[src/nnfc_pkg.sv]
package nnfc_pkg;

  localparam int ACTUATORS  = 256;
  localparam int MAX_NEAR   = 8;
  localparam int FORCE_BITS = 24;

  localparam int ACT_W     = 8;
  localparam int SLOT_W    = 3;
  localparam int NB_W      = 8;
  localparam int FREQ_W    = 24;
  localparam int COUNT_W   = 4;
  localparam int LIMIT_W   = 23;
  localparam int EXCESS_W  = 28;

  localparam int AIDX_W     = $clog2(ACTUATORS);
  localparam int NB_IDX_W   = $clog2(MAX_NEAR);
  localparam int NB_ADDR_W  = AIDX_W + NB_IDX_W;
  localparam int CNTS_W     = $clog2(MAX_NEAR + 1);
  localparam int SUM_W      = FORCE_BITS + NB_IDX_W + 1;
  localparam int PROD_W     = FORCE_BITS + CNTS_W + 1;
  localparam int LIM_PROD_W = LIMIT_W + CNTS_W;
  localparam int DIFF_W     = PROD_W + 1;

  localparam logic [63:0] EXCESS_MAX = (64'd1 << EXCESS_W) - 64'd1;

  localparam logic [1:0] CMD_FORCE    = 2'd0;
  localparam logic [1:0] CMD_NEIGHBOR = 2'd1;
  localparam logic [1:0] CMD_COUNT    = 2'd2;
  localparam logic [1:0] CMD_CHECK    = 2'd3;

  typedef struct packed {
    logic [1:0]               command;
    logic [ACT_W-1:0]         actuator;
    logic [SLOT_W-1:0]        slot;
    logic [NB_W-1:0]          neighbor;
    logic signed [FREQ_W-1:0] force_req;
    logic [COUNT_W-1:0]       count;
    logic                     disabled;
    logic                     start_pass;
  } in_item_t;

  typedef struct packed {
    logic [ACT_W-1:0]    actuator_res;
    logic                warning;
    logic                skipped;
    logic [EXCESS_W-1:0] excess;
    logic                any_warning;
  } out_item_t;

  typedef struct packed {
    logic [CNTS_W-1:0] count;
    logic              disabled;
    logic              warn;
  } stat_t;

  typedef struct packed {
    logic signed [FORCE_BITS-1:0] force_val;
    stat_t                        stat;
  } act_entry_t;

  typedef struct packed {
    logic              force_en;
    logic              stat_en;
    logic [AIDX_W-1:0] addr;
    act_entry_t        entry;
  } act_wr_t;

  typedef struct packed {
    logic                 en;
    logic [NB_ADDR_W-1:0] addr;
    logic [NB_W-1:0]      data;
  } nb_wr_t;

  typedef enum logic [2:0] {
    S_IDLE,
    S_ENTRY,
    S_SUM,
    S_MUL,
    S_CMP,
    S_DONE
  } seq_state_t;

endpackage

[src/nnfc_seq.sv]
module nnfc_seq (
  input  logic                           clk,
  input  logic                           rst_n,
  input  logic                           in_valid,
  output logic                           in_stall,
  input  nnfc_pkg::in_item_t             in_item,
  input  logic [nnfc_pkg::LIMIT_W-1:0]   near_limit,
  output logic [nnfc_pkg::AIDX_W-1:0]    act_rd_addr,
  input  nnfc_pkg::act_entry_t           act_rd_data,
  output nnfc_pkg::act_wr_t              act_wr,
  output logic [nnfc_pkg::NB_ADDR_W-1:0] nb_rd_addr,
  input  logic [nnfc_pkg::NB_W-1:0]      nb_rd_data,
  output nnfc_pkg::nb_wr_t               nb_wr,
  input  logic                           out_free,
  output logic                           res_push,
  output nnfc_pkg::out_item_t            res
);

  nnfc_pkg::seq_state_t state_r, state_nxt;
  nnfc_pkg::in_item_t   item_r, item_nxt;
  nnfc_pkg::out_item_t  res_r, res_nxt;

  logic signed [nnfc_pkg::FORCE_BITS-1:0] own_force_r, own_force_nxt;
  logic [nnfc_pkg::CNTS_W-1:0]            own_cnt_r, own_cnt_nxt;
  logic [nnfc_pkg::CNTS_W-1:0]            j_r, j_nxt;
  logic                                   v1_r, v1_nxt;
  logic                                   v2_r, v2_nxt;
  logic signed [nnfc_pkg::SUM_W-1:0]      sum_r, sum_nxt;
  logic signed [nnfc_pkg::PROD_W-1:0]     prod_r, prod_nxt;
  logic [nnfc_pkg::LIM_PROD_W-1:0]        lim_r, lim_nxt;
  logic                                   any_r, any_nxt;

  logic                                   accept;
  logic [nnfc_pkg::AIDX_W-1:0]            act_idx;
  logic                                   in_range;
  logic                                   slot_ok;
  logic                                   nb_ok;
  logic                                   issue;
  logic                                   check_go;
  logic [nnfc_pkg::CNTS_W-1:0]            cnt_sat;
  logic signed [nnfc_pkg::DIFF_W-1:0]     diff;
  logic [nnfc_pkg::DIFF_W-1:0]            mag;
  logic                                   warn_calc;
  logic [nnfc_pkg::EXCESS_W-1:0]          excess_sat;

  assign in_stall = (state_r != nnfc_pkg::S_IDLE);
  assign accept   = in_valid && !in_stall;
  assign res      = res_r;

  assign act_idx  = nnfc_pkg::AIDX_W'(item_r.actuator);
  assign in_range = 32'(item_r.actuator) < nnfc_pkg::ACTUATORS;
  assign slot_ok  = 32'(item_r.slot) < nnfc_pkg::MAX_NEAR;
  assign nb_ok    = 32'(nb_rd_data) < nnfc_pkg::ACTUATORS;
  assign issue    = (state_r == nnfc_pkg::S_SUM) && (j_r < own_cnt_r);
  assign check_go = in_range && !act_rd_data.stat.disabled;
  assign cnt_sat  = (32'(item_r.count) > nnfc_pkg::MAX_NEAR) ?
                    nnfc_pkg::CNTS_W'(nnfc_pkg::MAX_NEAR) :
                    nnfc_pkg::CNTS_W'(item_r.count);

  assign act_rd_addr = (state_r == nnfc_pkg::S_SUM) ? nnfc_pkg::AIDX_W'(nb_rd_data) :
                       nnfc_pkg::AIDX_W'(in_item.actuator);
  assign nb_rd_addr  = {act_idx, j_r[nnfc_pkg::NB_IDX_W-1:0]};

  assign diff       = nnfc_pkg::DIFF_W'(prod_r) - nnfc_pkg::DIFF_W'(sum_r);
  assign mag        = diff[nnfc_pkg::DIFF_W-1] ? nnfc_pkg::DIFF_W'(-diff) :
                      nnfc_pkg::DIFF_W'(diff);
  assign warn_calc  = 64'(mag) > 64'(lim_r);
  assign excess_sat = (64'(mag) > nnfc_pkg::EXCESS_MAX) ?
                      nnfc_pkg::EXCESS_W'(nnfc_pkg::EXCESS_MAX) :
                      nnfc_pkg::EXCESS_W'(mag);

  always_comb begin
    state_nxt = state_r;
    case (state_r)
      nnfc_pkg::S_IDLE: begin
        if (accept) begin
          state_nxt = nnfc_pkg::S_ENTRY;
        end
      end
      nnfc_pkg::S_ENTRY: begin
        if (item_r.command == nnfc_pkg::CMD_CHECK && check_go) begin
          state_nxt = nnfc_pkg::S_SUM;
        end else begin
          state_nxt = nnfc_pkg::S_DONE;
        end
      end
      nnfc_pkg::S_SUM: begin
        if (!issue && !v1_r && !v2_r) begin
          state_nxt = nnfc_pkg::S_MUL;
        end
      end
      nnfc_pkg::S_MUL: state_nxt = nnfc_pkg::S_CMP;
      nnfc_pkg::S_CMP: state_nxt = nnfc_pkg::S_DONE;
      nnfc_pkg::S_DONE: begin
        if (out_free) begin
          state_nxt = nnfc_pkg::S_IDLE;
        end
      end
      default: state_nxt = nnfc_pkg::S_IDLE;
    endcase
  end

  always_comb begin
    item_nxt      = accept ? in_item : item_r;
    own_force_nxt = own_force_r;
    own_cnt_nxt   = own_cnt_r;
    j_nxt         = j_r;
    v1_nxt        = 1'b0;
    v2_nxt        = 1'b0;
    sum_nxt       = sum_r;
    prod_nxt      = prod_r;
    lim_nxt       = lim_r;
    any_nxt       = any_r;
    res_nxt       = res_r;
    act_wr        = '0;
    nb_wr         = '0;
    res_push      = 1'b0;
    act_wr.addr   = act_idx;
    nb_wr.addr    = {act_idx, nnfc_pkg::NB_IDX_W'(item_r.slot)};
    nb_wr.data    = item_r.neighbor;
    case (state_r)
      nnfc_pkg::S_ENTRY: begin
        res_nxt.actuator_res = item_r.actuator;
        res_nxt.warning      = in_range && act_rd_data.stat.warn;
        res_nxt.skipped      = 1'b0;
        res_nxt.excess       = '0;
        res_nxt.any_warning  = any_r;
        case (item_r.command)
          nnfc_pkg::CMD_FORCE: begin
            act_wr.force_en        = in_range;
            act_wr.entry.force_val = $signed(nnfc_pkg::FORCE_BITS'(item_r.force_req));
          end
          nnfc_pkg::CMD_NEIGHBOR: begin
            nb_wr.en = in_range && slot_ok;
          end
          nnfc_pkg::CMD_COUNT: begin
            act_wr.stat_en             = in_range;
            act_wr.entry.stat.count    = cnt_sat;
            act_wr.entry.stat.disabled = item_r.disabled;
            act_wr.entry.stat.warn     = act_rd_data.stat.warn;
          end
          nnfc_pkg::CMD_CHECK: begin
            any_nxt             = item_r.start_pass ? 1'b0 : any_r;
            res_nxt.any_warning = any_nxt;
            res_nxt.skipped     = !check_go;
            own_force_nxt       = act_rd_data.force_val;
            own_cnt_nxt         = act_rd_data.stat.count;
            j_nxt               = '0;
            sum_nxt             = '0;
          end
          default: ;
        endcase
      end
      nnfc_pkg::S_SUM: begin
        j_nxt  = issue ? j_r + 1'b1 : j_r;
        v1_nxt = issue;
        v2_nxt = v1_r && nb_ok;
        if (v2_r) begin
          sum_nxt = sum_r + nnfc_pkg::SUM_W'(act_rd_data.force_val);
        end
      end
      nnfc_pkg::S_MUL: begin
        prod_nxt = $signed({1'b0, own_cnt_r}) * own_force_r;
        lim_nxt  = own_cnt_r * near_limit;
      end
      nnfc_pkg::S_CMP: begin
        act_wr.stat_en             = 1'b1;
        act_wr.entry.stat.count    = own_cnt_r;
        act_wr.entry.stat.disabled = 1'b0;
        act_wr.entry.stat.warn     = warn_calc;
        any_nxt                    = any_r || warn_calc;
        res_nxt.warning            = warn_calc;
        res_nxt.skipped            = 1'b0;
        res_nxt.excess             = excess_sat;
        res_nxt.any_warning        = any_nxt;
      end
      nnfc_pkg::S_DONE: begin
        res_push = out_free;
      end
      default: ;
    endcase
  end

  always_ff @(posedge clk) begin
    if (!rst_n) begin
      state_r <= nnfc_pkg::S_IDLE;
      any_r   <= 1'b0;
      v1_r    <= 1'b0;
      v2_r    <= 1'b0;
    end else begin
      state_r <= state_nxt;
      any_r   <= any_nxt;
      v1_r    <= v1_nxt;
      v2_r    <= v2_nxt;
    end
  end

  always_ff @(posedge clk) begin
    item_r      <= item_nxt;
    own_force_r <= own_force_nxt;
    own_cnt_r   <= own_cnt_nxt;
    j_r         <= j_nxt;
    sum_r       <= sum_nxt;
    prod_r      <= prod_nxt;
    lim_r       <= lim_nxt;
    res_r       <= res_nxt;
  end

  a_accept_reads_entry: assert property (@(posedge clk) disable iff (!rst_n)
    accept |=> state_r == nnfc_pkg::S_ENTRY)
    else $error("accepted item did not move to the entry read");

  a_slot_bound: assert property (@(posedge clk) disable iff (!rst_n)
    state_r == nnfc_pkg::S_SUM |-> (j_r <= own_cnt_r &&
      32'(own_cnt_r) <= nnfc_pkg::MAX_NEAR))
    else $error("neighbour slot counter ran past the stored count");

  a_no_write_in_sum: assert property (@(posedge clk) disable iff (!rst_n)
    state_r == nnfc_pkg::S_SUM |-> (!act_wr.force_en && !act_wr.stat_en && !nb_wr.en))
    else $error("store written while neighbour forces are being read");

  a_cmp_to_done: assert property (@(posedge clk) disable iff (!rst_n)
    state_r == nnfc_pkg::S_CMP |=> state_r == nnfc_pkg::S_DONE)
    else $error("compare step did not complete the item");

  a_push_only_free: assert property (@(posedge clk) disable iff (!rst_n)
    res_push |=> state_r == nnfc_pkg::S_IDLE)
    else $error("result pushed without returning to idle");

endmodule

[config.mk]
export PLATFORM = sky130hd
export DESIGN_NAME = nnfc_seq
export DESIGN_NICKNAME = d
export VERILOG_FILES = /design/src/nnfc_pkg.sv /design/src/nnfc_seq.sv
export SDC_FILE = /design/constraint.sdc
export NUM_CORES = 1
export LEC_CHECK = 0
export BUFFER_PORTS_ARGS = -buffer_cell sky130_fd_sc_hd__buf_2
export CAP_MARGIN = 10
export CORE_ASPECT_RATIO = 1.25
export CORE_MARGIN = 1
export CORE_UTILIZATION = 54
export CTS_CLUSTER_DIAMETER = 100
export DETAILED_ROUTE_END_ITERATION = 6
export PLACE_DENSITY_LB_ADDON = 0.3
export SLEW_MARGIN = 40
export SYNTH_ARGS = -nofsm -noshare
export SYNTH_HDL_FRONTEND = slang
export SYNTH_SLANG_ARGS = --single-unit
[constraint.sdc]
create_clock -name clk -period 5.8 [get_ports clk]
set_input_delay 0.29 -clock clk [delete_from_list [all_inputs] [get_ports clk]]
set_output_delay 0.29 -clock clk [all_outputs]
set_load 0.03 [all_outputs]
==> out/metrics.csv <==
metric,value,unit
status,"finished, violations left",
violations,setup timing,
totalPowerFinal,0.00525,W
drv_slew,0,
cts.clk_slew.worst_paths,0.06,ns
final_common_cell,buf_2,
cts_buffer_depth,3,
fin_crit,6.16,ns
grt_max_degree,57,
hold_violations,0,
async_reset_ff_frac,0,
hold-path-endpoint,state_r[2],
track_usage,0.259,
clock_skew,0.00894,ns
cp_max_fo,3,
clock_latency,0.52,ns
synth_warnings,0,
ir_worst_vdd,0.424,mV
start_util,0.549,
antenna_found_initial,0,
synth_edf_count,206,
multi_input_area,10600,sq um
finalCritPeriodShare,1.06,
rows,74,
cts_tree,yes,
max_freq,162,MHz
drt_iter0_drc,677,
p_per_area,239,nW/um^2
synth_seq_area_share,0.351,
synth_ff_type,edfxtp_1,
avgViaCountPerCell,5.43,
hpwl,33.6,mm
synth_cell_type_count,82,
die_y,206,um
swShare,0.322,
holdWs,0.0461,ns
num_vias,14500,
grt_use_met1,0.295,
gp_congestion,0.890,
die_w,165,um
place_ws,-0.327,ns
hold_path_depth,2,
drtAntennaViolNets,0,
wl,44.1,mm
seqCellArea,6310,sq um
cts-root-buf,clkbuf_16,
n_fill_cell,2524,
avgRoutedWirePerCell,16.6,um
synth_cells,1853,
busiest_layer,met2,
grt_pass1_vias,14800,
setup_violations,2,
portBuffers,235,
arrival,5.87,ns
netlist_area,18000,sq um
globalRoute.totalOverflow,0,
use_met3,0.0297,
syn_nets,2237,
cts_buffers,23,
ios,236,
areaGrowthSynthToFinish,22.5,%
drc,0,
start_kind,register,
p_clk_frac,0.309,
worstRegToRegCells,27,
hp-class,input port to register,
worstMarginPinSlew,0.763,ns
dieArea,34000,sq um
setup.worst_path.class,register to primary output,
cts_max_level,1,
grt_pass1_wl,70.0,mm
leakagePower,10.4,nW
power.internal,0.00356,W
cap_violations,0,
cp.required,5.51,ns
synth_seq_cells,212,
grt_setup_unrepaired,yes,
grtUsageMet2,0.495,
dr.pass1.iters,5,
relSlewSlack,0.491,
core_area,32700,sq um
final_cell_mix,"buf_2, inv_1, nand2_1, edfxtp_1, ha_1",
r2r_start,prod_r[1],
switching_power,0.00169,W
p_seq_frac,0.364,
rrSetupSlack,-0.10,ns
drive_gt1_frac,0.212,
syn_area_per_cell,9.69,sq um
clock-sinks,212,
nets,2612,
worstSetupEndpointType,primary output,
power_frac_comb,0.326,
r2r-end,res[0],
setup_slack,-0.356,ns
hp-start,rst_n,
-- registers in the layout (all words and copies together), names as in the netlist, 8 cells and up --
| signal | cells |
|---|---|
| res | 39 |
| item_r | 32 |
| prod_r | 29 |
| act_idx | 8 |
| sum_r | 28 |
| lim_r | 27 |
| nb_wr | 11 |
| own_force_r | 24 |
-- metal layers --
layer  vias to the layer above  part of all wire
li1                       7024                 -
met1                      6991              0.40
met2                       363              0.53
met3                        75             0.050
met4                         0             0.024
met5                         -                 0
-- cells in the mapped netlist, types with 5 or more instances --
| library cell | number | share of area |
|---|---|---|
| nor3_1 | 29 | 0.0081 |
| clkbuf_1 | 39 | 0.0082 |
| nor2b_1 | 19 | 0.0066 |
| edfxtp_1 | 206 | 0.34 |
| nand2_2 | 21 | 0.0073 |
| dfxtp_1 | 6 | 0.0067 |
| and2_1 | 135 | 0.047 |
| xor2_1 | 39 | 0.019 |
| o21ai_1 | 5 | 0.0014 |
| nor3b_1 | 11 | 0.0046 |
| nand2_1 | 213 | 0.045 |
| o41ai_1 | 5 | 0.0024 |
| or3_1 | 6 | 0.0021 |
| o31ai_1 | 11 | 0.0046 |
| a21oi_1 | 79 | 0.022 |
| nand4_1 | 13 | 0.0045 |
| nor2_1 | 107 | 0.022 |
| o21bai_1 | 11 | 0.0046 |
| a21o_1 | 38 | 0.016 |
| o21ai_0 | 47 | 0.013 |
| fa_1 | 93 | 0.10 |
| o21a_1 | 20 | 0.0084 |
| and4_1 | 6 | 0.0029 |
| buf_4 | 38 | 0.016 |
| xnor2_1 | 72 | 0.035 |
| nand2b_1 | 14 | 0.0049 |
| or2_2 | 6 | 0.0021 |
| ha_1 | 175 | 0.12 |
| and3_1 | 13 | 0.0045 |
| inv_1 | 231 | 0.048 |
| o211ai_1 | 10 | 0.0042 |
| a31oi_1 | 16 | 0.0056 |
| nand3_1 | 26 | 0.0072 |
| a211oi_1 | 8 | 0.0033 |
| a21boi_0 | 5 | 0.0021 |
-- repair_timing --
action                                 in CTS  in global routing
endpoints found under the hold margin      78                  0
setup endpoints to repair                   4                  7
hold buffers                               78                  0
resized for setup                          38                 18
setup buffers                              15                  4
pin swaps                                  26                 11
-- through the flow --
step	instances	instance area (sq um)	TNS, ns	utilization
after floorplan	1853	18000	0	-
after global placement	2523	20000	-0.146	0.611
after detailed placement	2524	20000	-0.749	0.612
after CTS	2657	21900	-0.363	0.670
after global routing	2662	22000	-1.33	0.673
final	2663	22000	-0.456	0.673
-- critical path: stages (launching register included) --
cell	delay, ns
edfxtp_1	0.42
ha_1	0.32
nor2b_4	0.13
o2111a_1	0.26
or4_4	0.49
o311a_4	0.14
a311o_1	0.38
nor4_4	0.20
or4b_4	0.52
buf_6	0.14
o21ai_1	0.15
xor2_1	0.21
ha_1	0.29
nand4_1	0.13
or2_4	0.14
nor2_4	0.04
a2111oi_4	0.33
o21ai_2	0.11
a221oi_2	0.35
o21ai_1	0.15
o221ai_2	0.21
nand2_1	0.10
buf_6	0.14
-- logic make-up after synthesis --
| logic type | after synthesis | share of synthesized area |
|---|---|---|
| buf+inv | 316 | 0.0750 |
| simple gates | 644 | 0.182 |
| xor+xnor | 111 | 0.0541 |
| fa+ha+maj | 268 | 0.226 |
| compound gates | 296 | 0.109 |
| flops | 212 | 0.351 |
| mux | 6 | 0.00348 |
-- worst max path at each step --
stage	startpoint	to	slack, ns	cells after the start
floorplan	sum_r[1]	act_wr[0]	0.13	23
global placement	sum_r[0]	act_wr[0]	-0.12	24
detailed placement	sum_r[0]	act_wr[0]	-0.33	24
CTS	prod_r[1]	act_wr[0]	-0.29	22
global route	sum_r[8]	act_wr[0]	-0.75	29
finish	prod_r[1]	act_wr[0]	-0.36	22
-- layout make-up --
type	count	share of cell area
inverter	231	0.0394
timing repair buffer	435	0.133
antenna	1	0.000114
clock inverter	16	0.0110
sequential	212	0.287
multi-input combinational	1325	0.480
tap	418	0.0238
clock buffer	25	0.0265
-- power groups by stage --
| stage | registers [W] | logic (W) | clock network (W) |
|---|---|---|---|
| floorplan | 0.00203 | 0.00107 | 0 |
| global placement | 0.00194 | 0.00155 | 0 |
| detailed placement | 0.00195 | 0.00160 | 0 |
| CTS | 0.00191 | 0.00169 | 0.00165 |
| global route | 0.00192 | 0.00189 | 0.00170 |
| finish | 0.00191 | 0.00171 | 0.00163 |
(Power assumes the default switching activity.)
